## src/sv/pdl_pkg.sv

```systemverilog
package pdl_pkg;

  typedef enum logic [2:0] {
    PH_SETUP_FIRST,
    PH_SETUP_SECOND,
    PH_MENU,
    PH_CONFIRM,
    PH_DOOR_CW,
    PH_DOOR_OFF,
    PH_DOOR_ACW,
    PH_ALARM
  } phase_t;

  // reply codes
  localparam logic [1:0] RC_WRONG   = 2'd0;
  localparam logic [1:0] RC_RIGHT   = 2'd1;
  localparam logic [1:0] RC_CONF    = 2'd2;
  localparam logic [1:0] RC_NOTCONF = 2'd3;

  // motor drive codes
  localparam logic [1:0] MOTOR_OFF = 2'd0;
  localparam logic [1:0] MOTOR_CW  = 2'd1;
  localparam logic [1:0] MOTOR_ACW = 2'd2;

  // menu letters
  localparam logic [7:0] CHAR_OPEN   = 8'h6F;  // 'o'
  localparam logic [7:0] CHAR_CHANGE = 8'h70;  // 'p'

  // register indexes
  localparam logic [1:0] REG_DOOR_STEP = 2'd0;
  localparam logic [1:0] REG_ALARM     = 2'd1;
  localparam logic [1:0] REG_MAX_ATT   = 2'd2;

  localparam logic [7:0] DOOR_STEP_RST = 8'd15;
  localparam logic [7:0] ALARM_RST     = 8'd60;
  localparam logic [2:0] MAX_ATT_RST   = 3'd3;

  localparam logic [7:0] SEC_MAX = 8'hFF;

  typedef struct packed {
    logic       reply_valid;
    logic [1:0] reply_code;
    logic [1:0] motor_drive;
    logic       buzzer_active;
  } out_item_t;

endpackage

```

## src/sv/pdl_in_if.sv

```systemverilog
interface pdl_in_if;
  logic       valid;
  logic       ready;
  logic       mode;
  logic [7:0] byte_value;

  modport source (output valid, output mode, output byte_value, input ready);
  modport sink (input valid, input mode, input byte_value, output ready);
endinterface

```

## src/sv/pdl_out_if.sv

```systemverilog
interface pdl_out_if;
  logic       valid;
  logic       ready;
  logic       reply_valid;
  logic [1:0] reply_code;
  logic [1:0] motor_drive;
  logic       buzzer_active;

  modport source (output valid, output reply_valid, output reply_code,
                  output motor_drive, output buzzer_active, input ready);
  modport sink (input valid, input reply_valid, input reply_code,
                input motor_drive, input buzzer_active, output ready);
endinterface

```

## src/sv/pdl_cfg_if.sv

```systemverilog
interface pdl_cfg_if;
  logic       valid;
  logic       ready;
  logic [1:0] reg_index;
  logic [7:0] data;

  modport source (output valid, output reg_index, output data, input ready);
  modport sink (input valid, input reg_index, input data, output ready);
endinterface

```

## src/sv/pdl_ram.sv

```systemverilog
module pdl_ram #(
  parameter int WIDTH = 8,
  parameter int DEPTH = 32
) (
  input  logic                     clk,
  input  logic                     we,
  input  logic [$clog2(DEPTH)-1:0] waddr,
  input  logic [WIDTH-1:0]         wdata,
  input  logic [$clog2(DEPTH)-1:0] raddr,
  output logic [WIDTH-1:0]         rdata
);

  logic [WIDTH-1:0] mem [DEPTH];

  always_ff @(posedge clk) begin
    if (we) begin
      mem[waddr] <= wdata;
    end
    rdata <= mem[raddr];
  end

endmodule

```

## src/sv/password_door_lock_controller_top.sv

```systemverilog
// Password door lock controller.
// in_if  : one item per handshake; mode 0 carries a received byte, mode 1 a
//          one-second tick (byte_value then unused).
// out_if : exactly one item per input item: reply flag and code, plus the
//          motor drive and buzzer state as left by that input item.
// cfg_if : register writes (0 door step seconds, 1 alarm seconds,
//          2 max attempts); always ready, only to be used while idle.
// Output: a result is registered in the output register in the cycle after its input
//          item is taken. Throughput: one item per cycle, sustained while out_if.ready stays high.
// Both code entries share one RAM split in two banks of CODE_LEN bytes
// (each bank rounded up to a power of two); a bank pointer swaps roles when
// setup succeeds, so no copy is needed.
// The RAM is read one item ahead: its address follows the next state, so the
// byte for the coming comparison is already registered when the item arrives.
// Reset: setup, first entry, index zero, registers at 15 / 60 / 3. The code
//        RAM is not cleared; it is always written before it is read.
// Stall: while a result waits on out_if no further item is taken;
//        in_if.ready drops exactly when the output register is full and
//        out_if.ready is low.
module password_door_lock_controller_top #(
  parameter int CODE_LEN = 5
) (
  input  logic clk,
  input  logic rst_n,
  pdl_in_if.sink    in_if,
  pdl_out_if.source out_if,
  pdl_cfg_if.sink   cfg_if
);
  import pdl_pkg::*;

  localparam int IW    = (CODE_LEN > 1) ? $clog2(CODE_LEN) : 1;
  localparam int AW    = IW + 1;
  localparam int DEPTH = 2 ** AW;
  localparam logic [IW-1:0] LAST_IDX = IW'(CODE_LEN - 1);

  // configuration
  logic [7:0] door_step_r, alarm_r;
  logic [2:0] max_att_r;

  // control state
  phase_t        phase_r, phase_nxt;
  logic [IW-1:0] idx_r, idx_nxt;
  logic          sel_r, sel_nxt;      // bank holding the stored code
  logic          mis_r, mis_nxt;
  logic [2:0]    fail_r, fail_nxt;
  logic [7:0]    sec_r, sec_nxt;
  logic          open_r, open_nxt;

  // output register
  logic      out_valid_r;
  out_item_t out_data_r, res;

  // RAM side
  logic          we;
  logic [AW-1:0] waddr, raddr;
  logic [7:0]    rdata, cur_byte, fwd_data_r;
  logic          fwd_r, rd_bank;

  logic       acc;
  logic       is_byte;
  logic       mis_now;
  logic [7:0] sec_inc, limit;
  logic [2:0] fail_inc;
  logic       last;

  assign in_if.ready = !out_valid_r || out_if.ready;
  assign acc         = in_if.valid && in_if.ready;
  assign is_byte     = !in_if.mode;
  assign cfg_if.ready = 1'b1;

  // same-edge write / read of one entry: take the written byte
  assign cur_byte = fwd_r ? fwd_data_r : rdata;
  assign mis_now  = mis_r || (cur_byte != in_if.byte_value);
  assign last     = (idx_r == LAST_IDX);
  assign sec_inc  = (sec_r == SEC_MAX) ? sec_r : sec_r + 8'd1;
  assign limit    = (phase_r == PH_ALARM) ? alarm_r : door_step_r;
  assign fail_inc = fail_r + 3'd1;

  assign we    = acc && is_byte && (phase_r == PH_SETUP_FIRST);
  assign waddr = {~sel_r, idx_r};

  // next-state and result
  always_comb begin
    phase_nxt = phase_r;
    idx_nxt   = idx_r;
    sel_nxt   = sel_r;
    mis_nxt   = mis_r;
    fail_nxt  = fail_r;
    sec_nxt   = sec_r;
    open_nxt  = open_r;
    res.reply_valid = 1'b0;
    res.reply_code  = RC_WRONG;

    if (acc) begin
      if (!is_byte) begin
        // one-second tick
        if (phase_r == PH_DOOR_CW || phase_r == PH_DOOR_OFF ||
            phase_r == PH_DOOR_ACW || phase_r == PH_ALARM) begin
          if (sec_inc >= limit) begin
            sec_nxt = '0;
            unique case (phase_r)
              PH_DOOR_CW:  phase_nxt = PH_DOOR_OFF;
              PH_DOOR_OFF: phase_nxt = PH_DOOR_ACW;
              default:     phase_nxt = PH_MENU;
            endcase
          end else begin
            sec_nxt = sec_inc;
          end
        end
      end else begin
        unique case (phase_r)
          PH_SETUP_FIRST: begin
            if (last) begin
              idx_nxt   = '0;
              mis_nxt   = 1'b0;
              phase_nxt = PH_SETUP_SECOND;
            end else begin
              idx_nxt = idx_r + 1'b1;
            end
          end
          PH_SETUP_SECOND: begin
            if (last) begin
              idx_nxt = '0;
              mis_nxt = 1'b0;
              res.reply_valid = 1'b1;
              if (mis_now) begin
                res.reply_code = RC_WRONG;
                phase_nxt      = PH_SETUP_FIRST;
              end else begin
                res.reply_code = RC_RIGHT;
                sel_nxt        = ~sel_r;
                phase_nxt      = PH_MENU;
              end
            end else begin
              idx_nxt = idx_r + 1'b1;
              mis_nxt = mis_now;
            end
          end
          PH_MENU: begin
            if (in_if.byte_value == CHAR_OPEN || in_if.byte_value == CHAR_CHANGE) begin
              open_nxt  = (in_if.byte_value == CHAR_OPEN);
              idx_nxt   = '0;
              mis_nxt   = 1'b0;
              phase_nxt = PH_CONFIRM;
            end
          end
          PH_CONFIRM: begin
            if (last) begin
              idx_nxt = '0;
              mis_nxt = 1'b0;
              res.reply_valid = 1'b1;
              if (!mis_now) begin
                res.reply_code = RC_CONF;
                fail_nxt       = '0;
                if (open_r) begin
                  phase_nxt = PH_DOOR_CW;
                  sec_nxt   = '0;
                end else begin
                  phase_nxt = PH_SETUP_FIRST;
                end
              end else begin
                res.reply_code = RC_NOTCONF;
                if (fail_inc >= max_att_r) begin
                  fail_nxt  = '0;
                  phase_nxt = PH_ALARM;
                  sec_nxt   = '0;
                end else begin
                  fail_nxt = fail_inc;
                end
              end
            end else begin
              idx_nxt = idx_r + 1'b1;
              mis_nxt = mis_now;
            end
          end
          default: ;  // door moving or alarm: byte dropped
        endcase
      end
    end

    unique case (phase_nxt)
      PH_DOOR_CW:  res.motor_drive = MOTOR_CW;
      PH_DOOR_ACW: res.motor_drive = MOTOR_ACW;
      default:     res.motor_drive = MOTOR_OFF;
    endcase
    res.buzzer_active = (phase_nxt == PH_ALARM);

    // setup reads the entry bank, confirm the stored bank
    rd_bank = (phase_nxt == PH_CONFIRM) ? sel_nxt : ~sel_nxt;
  end

  assign raddr = {rd_bank, idx_nxt};

  pdl_ram #(
    .WIDTH (8),
    .DEPTH (DEPTH)
  ) u_code_ram (
    .clk   (clk),
    .we    (we),
    .waddr (waddr),
    .wdata (in_if.byte_value),
    .raddr (raddr),
    .rdata (rdata)
  );

  always_ff @(posedge clk) begin
    fwd_r      <= we && (waddr == raddr);
    fwd_data_r <= in_if.byte_value;
  end

  // state registers
  always_ff @(posedge clk) begin
    if (!rst_n) begin
      phase_r <= PH_SETUP_FIRST;
      idx_r   <= '0;
      sel_r   <= 1'b0;
      mis_r   <= 1'b0;
      fail_r  <= '0;
      sec_r   <= '0;
      open_r  <= 1'b0;
    end else begin
      phase_r <= phase_nxt;
      idx_r   <= idx_nxt;
      sel_r   <= sel_nxt;
      mis_r   <= mis_nxt;
      fail_r  <= fail_nxt;
      sec_r   <= sec_nxt;
      open_r  <= open_nxt;
    end
  end

  // configuration registers
  always_ff @(posedge clk) begin
    if (!rst_n) begin
      door_step_r <= DOOR_STEP_RST;
      alarm_r     <= ALARM_RST;
      max_att_r   <= MAX_ATT_RST;
    end else if (cfg_if.valid && cfg_if.ready) begin
      unique case (cfg_if.reg_index)
        REG_DOOR_STEP: door_step_r <= cfg_if.data;
        REG_ALARM:     alarm_r     <= cfg_if.data;
        REG_MAX_ATT:   max_att_r   <= cfg_if.data[2:0];
        default: ;
      endcase
    end
  end

  // output register
  always_ff @(posedge clk) begin
    if (!rst_n) begin
      out_valid_r <= 1'b0;
    end else if (acc) begin
      out_valid_r <= 1'b1;
    end else if (out_if.ready) begin
      out_valid_r <= 1'b0;
    end
  end

  always_ff @(posedge clk) begin
    if (acc) begin
      out_data_r <= res;
    end
  end

  assign out_if.valid         = out_valid_r;
  assign out_if.reply_valid   = out_data_r.reply_valid;
  assign out_if.reply_code    = out_data_r.reply_code;
  assign out_if.motor_drive   = out_data_r.motor_drive;
  assign out_if.buzzer_active = out_data_r.buzzer_active;

  // motor and buzzer never run together
  a_motor_buzzer: assert property (@(posedge clk) disable iff (!rst_n)
    out_valid_r |-> !(out_data_r.buzzer_active && out_data_r.motor_drive != MOTOR_OFF))
    else $error("motor and buzzer active together");

  // door only starts on a confirmed code
  a_open_conf: assert property (@(posedge clk) disable iff (!rst_n)
    (out_valid_r && out_data_r.reply_valid && out_data_r.motor_drive == MOTOR_CW)
    |-> out_data_r.reply_code == RC_CONF)
    else $error("door opened without confirmation");

  // alarm only starts on a failed confirmation
  a_alarm_fail: assert property (@(posedge clk) disable iff (!rst_n)
    (out_valid_r && out_data_r.reply_valid && out_data_r.buzzer_active)
    |-> out_data_r.reply_code == RC_NOTCONF)
    else $error("alarm raised without failed confirmation");

  // bytes during door movement or alarm give no reply
  a_drop: assert property (@(posedge clk) disable iff (!rst_n)
    (acc && is_byte && (phase_r == PH_DOOR_CW || phase_r == PH_DOOR_OFF ||
     phase_r == PH_DOOR_ACW || phase_r == PH_ALARM))
    |=> !out_data_r.reply_valid)
    else $error("reply while door moving or alarm sounding");

endmodule
```

## src/flat_wrapper.sv

```systemverilog
// flat-port wrapper written by rule: the top's interface ports become plain ports
module password_door_lock_controller_top_flat import pdl_pkg::*;
#(
  parameter int CODE_LEN = 5
)
  (clk, rst_n, in_if_valid, in_if_mode, in_if_byte_value, in_if_ready, out_if_valid, out_if_reply_valid, out_if_reply_code, out_if_motor_drive, out_if_buzzer_active, out_if_ready, cfg_if_valid, cfg_if_reg_index, cfg_if_data, cfg_if_ready);
  pdl_in_if in_if_i ();
  pdl_out_if out_if_i ();
  pdl_cfg_if cfg_if_i ();
  input  logic clk;
  input  logic rst_n;
  input wire logic [$bits(in_if_i.valid)-1:0] in_if_valid;
  input wire logic [$bits(in_if_i.mode)-1:0] in_if_mode;
  input wire logic [$bits(in_if_i.byte_value)-1:0] in_if_byte_value;
  output wire logic [$bits(in_if_i.ready)-1:0] in_if_ready;
  output wire logic [$bits(out_if_i.valid)-1:0] out_if_valid;
  output wire logic [$bits(out_if_i.reply_valid)-1:0] out_if_reply_valid;
  output wire logic [$bits(out_if_i.reply_code)-1:0] out_if_reply_code;
  output wire logic [$bits(out_if_i.motor_drive)-1:0] out_if_motor_drive;
  output wire logic [$bits(out_if_i.buzzer_active)-1:0] out_if_buzzer_active;
  input wire logic [$bits(out_if_i.ready)-1:0] out_if_ready;
  input wire logic [$bits(cfg_if_i.valid)-1:0] cfg_if_valid;
  input wire logic [$bits(cfg_if_i.reg_index)-1:0] cfg_if_reg_index;
  input wire logic [$bits(cfg_if_i.data)-1:0] cfg_if_data;
  output wire logic [$bits(cfg_if_i.ready)-1:0] cfg_if_ready;
  assign in_if_i.valid = in_if_valid;
  assign in_if_i.mode = in_if_mode;
  assign in_if_i.byte_value = in_if_byte_value;
  assign in_if_ready = in_if_i.ready;
  assign out_if_valid = out_if_i.valid;
  assign out_if_reply_valid = out_if_i.reply_valid;
  assign out_if_reply_code = out_if_i.reply_code;
  assign out_if_motor_drive = out_if_i.motor_drive;
  assign out_if_buzzer_active = out_if_i.buzzer_active;
  assign out_if_i.ready = out_if_ready;
  assign cfg_if_i.valid = cfg_if_valid;
  assign cfg_if_i.reg_index = cfg_if_reg_index;
  assign cfg_if_i.data = cfg_if_data;
  assign cfg_if_ready = cfg_if_i.ready;
  password_door_lock_controller_top #(.CODE_LEN(CODE_LEN)) u_core (.clk(clk), .rst_n(rst_n), .in_if(in_if_i), .out_if(out_if_i), .cfg_if(cfg_if_i));
endmodule
```

## config.mk

```make
export PLATFORM = sky130hd
export DESIGN_NAME = password_door_lock_controller_top_flat
export DESIGN_NICKNAME = d
export VERILOG_FILES = /design/src/sv/pdl_pkg.sv /design/src/sv/pdl_in_if.sv /design/src/sv/pdl_out_if.sv /design/src/sv/pdl_cfg_if.sv /design/src/sv/pdl_ram.sv /design/src/sv/password_door_lock_controller_top.sv /design/src/flat_wrapper.sv
export SDC_FILE = /design/constraint.sdc
export NUM_CORES = 1
export LEC_CHECK = 0
export BUFFER_PORTS_ARGS = -buffer_cell sky130_fd_sc_hd__buf_2
export CORE_AREA = 8 8 142 171
export CTS_CLUSTER_DIAMETER = 80
export DETAILED_ROUTE_END_ITERATION = 10
export DIE_AREA = 0 0 150 179
export PLACE_DENSITY = 0.54
export SYNTH_ARGS = -nofsm -noshare
export SYNTH_HDL_FRONTEND = slang
export SYNTH_SLANG_ARGS = --single-unit
```

## constraint.sdc

```tcl
create_clock -name clk -period 4.1 [get_ports clk]
set_input_delay 0.82 -clock clk [delete_from_list [all_inputs] [get_ports clk]]
set_output_delay 0.82 -clock clk [all_outputs]
set_load 0.005 [all_outputs]
```

Word level (Yosys, flattened, before mapping). Memories as Yosys holds them, arrays and structs flattened. A register that Yosys moved wholly into a read port is not among the register bits. Cells that the tools add are included.

Memories kept: 1. Bits in registers: 55. Word-level logic and storage cells: 129. RAM bits: 128. Input bits: 24.

Bitwise logic cells: 3. $add $sub $neg: 3. Reductions and logical operators: 28. Magnitude comparators: 2. Muxes and demuxes: 52. Equal/unequal tests: 23.

Memory list: u_core.u_code_ram.mem (words 16, bits a word 8, rd ports 1, clocked after Yosys merged registers in 1, wr ports 1, RTL line pdl_ram.sv:13) `logic [WIDTH-1:0] mem [DEPTH];`.

Operators with widths (count): $mux 8 (11); $mux 3 (19); $eq 3x3->1 const B (8); $pmux 3 s2 (3); $eq 8x7->1 const B (2); $mux 1 (15); $pmux 3 s4 (1); $eq 3x2->1 const B (3); $add 8x1->8 const B (1); $eq 8x8->1 const B (1); $ge 8x8->1 (1); $ne 8x8->1 (1); $reduce_and 4->1 (2); $add 3x1->3 const B (2); $logic_or 1x1->1 (6); $ne 2x1->1 const B (3); $reduce_and 2->1 (3); $reduce_and 6->1 (1); $reduce_bool 2->1 (3); $reduce_bool 3->1 (2); $reduce_and 5->1 (1); $eq 4x4->1 (1); $logic_and 1x1->1 (4); $pmux 2 s2 (1); 13 further kinds (16).

Depth between registers and ports, before layout.
Depth in word-level cells: 12. Gate-level depth with buffers: 15. Mapped depth without buffers: 15.

Hierarchy. From an unflattened synthesis, not the netlist that was laid out.

Cell total of the unflattened synthesis: 544. Area total of the unflattened synthesis: 8036.5 um2.

Modules (own cells, without submodules): pdl_ram (area each 5147.4 um2, seq. area each 4003.8 um2, instances 1, cells an instance 229); password_door_lock_controller_top (area each 2889.0 um2, seq. area each 1161.1 um2, instances 1, cells an instance 315).

Worst setup path after synthesis. OpenSTA, ideal clock, no wires.

Kind: register to register. Start point: register u_core.sec_r[0]. End point: register u_core.u_code_ram.rdata[0], read port of u_core.u_code_ram.mem. Setup time: 0.134 ns. Stages on the path, launching flop included: 15. Buffers on the path: 0. Data arrival time: 3.504 ns. Clock period less this slack: 3.638 ns. Data required time: 3.966 ns. Slack: 0.462 ns. Cells stage by stage: dfxtp_1 -> ha_1 -> nand2_1 -> nor2_1 -> nand3_1 -> xnor2_1 -> ha_1 -> nand2b_1 -> a2111o_1 -> a311o_1 -> a41o_1 -> nor3b_2 -> a211oi_4 -> xnor2_4 -> mux4_2.

Longest elaborated chain between the ends: 9. Elaborated cells on any way between the ends: 10. Those cells by class: 1 x add/sub; 1 x order compare; 2 x eq/ne; 6 x mux.

Ends and longest elaborated chain: start: declaration (RTL line password_door_lock_controller_top.sv:46) `logic [7:0] sec_r, sec_nxt;`; start signal: assignment (RTL line password_door_lock_controller_top.sv:227) `sec_r <= sec_nxt;`; $add 8x1->8 or $eq 8x8->1 (tied branches) (RTL line password_door_lock_controller_top.sv:75) `assign sec_inc = (sec_r == SEC_MAX) ? sec_r : sec_r + 8'd1;`; $mux 8 * (RTL line password_door_lock_controller_top.sv:75); $ge 8x8->1 * (RTL line password_door_lock_controller_top.sv:99) `if (sec_inc >= limit) begin`; $mux 3 * (RTL line password_door_lock_controller_top.sv:99); $mux 3 * (RTL line password_door_lock_controller_top.sv:97) `if (phase_r == PH_DOOR_CW || phase_r == PH_DOOR_OFF ||`; $mux 3 * (RTL line password_door_lock_controller_top.sv:95) `if (!is_byte) begin`; $mux 3 * (RTL line password_door_lock_controller_top.sv:94) `if (acc) begin`; $eq 3x2->1 * (RTL line password_door_lock_controller_top.sv:189) `rd_bank = (phase_nxt == PH_CONFIRM) ? sel_nxt : ~sel_nxt;`; $mux 1 * (RTL line password_door_lock_controller_top.sv:189); end: declaration (RTL line pdl_ram.sv:10) `output logic [WIDTH-1:0] rdata`.

Mark *: on every way between the ends. The rest lies on a longest branch, timed or not. A chain may end at the register's enable or synchronous reset.

Worst setup path in the final report.
Start point: register u_core.sec_r[0]. End point: register u_core.u_code_ram.rdata[2], read port of u_core.u_code_ram.mem.

Same word-level chain as after synthesis.

==> summary.md <==
| Metric | Value |
|---|---|
| Status | completed |
| Min-Delay Path Class | register to register |
| Die Height | 179 µm |
| DRT Pass-1 Iters | 4 |
| RSZ-0062 raised after global routing | false |
| Antenna diode count | 0 |
| Leading post-synthesis cells by cell area | edfxtp_1 (47%), dfxtp_1 (13%), mux2i_1 (6.5%) |
| Fill count | 1978 |
| WL per Instance | 20.1 µm |
| Warnings from Yosys | 0 |
| FMAX | 0.258 GHz |
| Final Setup Violations | 0 |
| Number of synthesized flops with an enable pin | 134 |
| Setup_tns | 0 ns |
| Reg2reg path depth | 15 |
| Critical path origin | u_core.sec_r[0]$_SDFFE_PN0P_ |
| Via count | 5304 |
| Ys flop type | edfxtp_1 |
| Largest net degree at the start of global routing | 57 |
| Final Power | 4.08 mW |
| Critical path cell sequence | ha_1 > nand2_1 > nor2_1 > nand3_1 > xnor2_1 > ha_1 > nand2b_1 > a2111o_1 > a31oi_1 > o21ai_1 > a221oi_2 > a211oi_4 > xnor2_4 > buf_12 > mux4_2 |
| Nets | 745 |
| FF/Latch Area | 5160 µm² |
| Final period util | 0.945 |
| Initial Utilization | 0.396 |
| Unique masters post-synth | 70 |
| Num CTS Buffers | 17 |
| Clk slew on worst S/H paths | 0.08 ns |
| Most common cell in the synthesized netlist | edfxtp_1 |
| Critical path required time | 4.41 ns |
| WL final | 19.9 mm |
| Hpwl dp | 13.8 mm |
| PortBufs | 31 |
| Core Area | 21400 µm² |
| Clock sink count | 191 |
| Root Driver | clkbuf_16 |
| RePlAce Congestion | 0.824 |
| R2R Path End | u_core.u_code_ram.rdata[2]$_DFF_P_ |
| Share of layout cells above drive strength 1 | 0.169 |
| Final Slew Violations | 0 |
| Fin crit period | 3.87 ns |
| DP Area | 8990 µm² |
| Synthesis-stage register bit count | 191 |
| CP bufs+invs | 1 |
| Tightest Pin Transition | 0.893 ns |
| Final standard cell area without fillers | 9630 µm² |
| Worst path depth | 15 |
| Inst Count DP | 958 |
| Post-Syn Area | 8480 µm² |
| Peak fanout along the critical path | 8 |
| CP max-delay cell | a2111o_1 |
| CP Class | register to register |
| Seq/Total Area, Yosys | 0.609 |
| GRT overflow | 0 |
| Leakage | 3.58 nW |
| Setup Skew | 0.00945 ns |
| Critical path data arrival time | 4.19 ns |
| Initial antenna violation count | 0 |
| Worst r2r src | u_core.sec_r[0]$_SDFFE_PN0P_ |
| CP Launch Type | register |
| Synthesized instance count | 665 |
| Max VDD drop | 302 µV |
| Slew margin rel. | 0.401 |
| Area fraction of the dominant cell type after synthesis | 0.475 |
| Fraction of registers with async set/reset | 0 |
| Most frequent CP cell | ha_1 |
| Critical Path End Type | register |
| Worst R2R Setup Slack | 0.23 ns |
| Fin Hold WS | 0.474 ns |
| Clk_lat worst skew | 0.43 ns |
| Worst Setup EP | u_core.u_code_ram.rdata[2]$_DFF_P_ |
| Commonest cells in the netlist | edfxtp_1 (134), nand2_1 (111), dfxtp_1 (57) |
| Max Buffers Root-to-Sink | 2 |
| CTS tree | yes |
| Post-DRT Antenna Nets | 0 |
| DIE WIDTH | 150 µm |
| CP top delay family | compound AO/OA/AOI/OAI gates |
| Vias in the first global route | 5293 |
| Area grow syn2layout | 13.5% |
| First-pass GRT wire length | 30.5 mm |
| # IOs | 33 |
| Fin cells | 991 |
| Num rows | 59 |
| Cts repair resizes | 0 |
| Synth area leader | edfxtp_1 |
| 1st-iter DRT viols | 337 |
| Max incr delay on CP | 0.43 ns |
| Syn avg cell area | 12.7 µm² |
| Die ar. | 26900 µm² |
| Area occupied by multi-input gates | 3070 µm² |
| Total power divided by cell area | 424 nW/µm² |
| Post-Syn Nets | 706 |
| Via/cell ratio | 5.35 |
| Overall Global Routing Usage | 0.153 |
| CTS HTree Levels | 4 |
| Post-route DRC violation count | 0 |
| Final hold violation count | 0 |
| Max-cap violations | 0 |
| Post-CTS Hold Buffers | 0 |
per-layer routing:
| layer | vias to the layer above | GRT usage | share of wire |
|---|---|---|---|
| met4 | 0 | 0.0688 | 0.026 |
| met1 | 2637 | 0.173 | 0.41 |
| met2 | 108 | 0.272 | 0.53 |
| met3 | 24 | 0.0323 | 0.031 |
| li1 | 2535 | - | - |
| met5 | - | 0 | 0 |
tightest hold or removal path, cell delays in order (launching register included):
cell and delay (ns):
dfxtp_1 0.33, mux2i_1 0.07, nand2_1 0.05
stage by stage:
stage                     setup WS [ns]  utilization
after detailed placement          0.157        0.420
after floorplan                   0.462            -
after CTS                         0.125        0.449
final                             0.227        0.450
after global routing             0.0444        0.450
after global placement            0.291        0.420
flip-flops by register name, summed over array words and instances (netlist names):
register                     count
u_core.out_if.motor_drive        2
u_core.out_if.reply_code         2
u_core.sel_r                     1
u_core.door_step_r               8
u_core.fwd_r                     1
u_core.mis_r                     1
u_core.idx_r                     3
u_core.open_r                    1
u_core.u_code_ram.rdata          8
u_core.out_if.valid              1
u_core.fwd_data_r                8
u_core.sec_r                     8
u_core.u_code_ram.mem          128
u_core.alarm_r                   8
u_core.out_if.buzzer_active      1
u_core.phase_r                   3
u_core.max_att_r                 3
u_core.out_if.reply_valid        1
u_core.fail_r                    3
layout make-up:
class / count / area share
flip-flops and latches: 191 / 0.537
multi-input cells: 428 / 0.318
clock buffers: 17 / 0.0442
repair buffers: 54 / 0.0406
well taps: 274 / 0.0356
clock inverters: 15 / 0.0199
inverters: 12 / 0.00468
power breakdown:
group / total (mW) / switching [mW] / internal, mW
Sequential: 2.11 / 0.0155 / 2.09
Clock: 1.72 / 0.789 / 0.933
Combinational: 0.249 / 0.151 / 0.0983
Total: 4.08 / 0.955 / 3.12
cells in the final DEF, fill, tap and decap left out, types with 3 or more instances in the layout:
cell,count
ha_1,17
clkbuf_16,17
a21boi_0,3
nor2b_1,28
nor3b_1,3
nand2_1,111
nand4_1,5
dfxtp_1,57
nor2_1,16
mux2i_1,55
edfxtp_1,134
inv_6,3
inv_1,11
mux4_2,7
mux2_2,3
nand3_1,11
xnor2_1,5
and3_1,16
buf_2,31
a32oi_1,29
a21oi_1,38
inv_8,5
o21ai_0,5
buf_4,18
nand2b_1,5
buf_12,5
xor2_1,9
and2_1,9
worst min-delay path by stage:
stage               slack, ns                               start  cells after the start                                  to
global route             0.51      u_core.alarm_r[5]$_SDFFE_PN1P_                      2      u_core.alarm_r[5]$_SDFFE_PN1P_
CTS                      0.48      u_core.alarm_r[4]$_SDFFE_PN1P_                      2      u_core.alarm_r[4]$_SDFFE_PN1P_
detailed placement       0.46      u_core.alarm_r[4]$_SDFFE_PN1P_                      2      u_core.alarm_r[4]$_SDFFE_PN1P_
global placement         0.45  u_core.door_step_r[0]$_SDFFE_PN1P_                      2  u_core.door_step_r[0]$_SDFFE_PN1P_
finish                   0.47      u_core.alarm_r[4]$_SDFFE_PN1P_                      2      u_core.alarm_r[4]$_SDFFE_PN1P_
floorplan                0.44  u_core.door_step_r[0]$_SDFFE_PN1P_                      2  u_core.door_step_r[0]$_SDFFE_PN1P_
cells by family after synthesis:
logic type | count (synthesis) | synth area share
adders and majority gates | 17 | 0.0251
and+or+nand+nor | 228 | 0.138
AOI/OAI and AO/OA | 100 | 0.0874
DFF | 191 | 0.609
buffers and inverters | 46 | 0.0320
other | 2 | 0.000886
muxes | 66 | 0.0902
xor gates and xnor gates | 15 | 0.0177
what timing repair did:
item                                    CTS  global route
buffers inserted                          0             1
hold endpoints to repair                  0             0
endpoints found under the setup margin    0             7
Note: power is estimated with default switching activity, not from simulation.
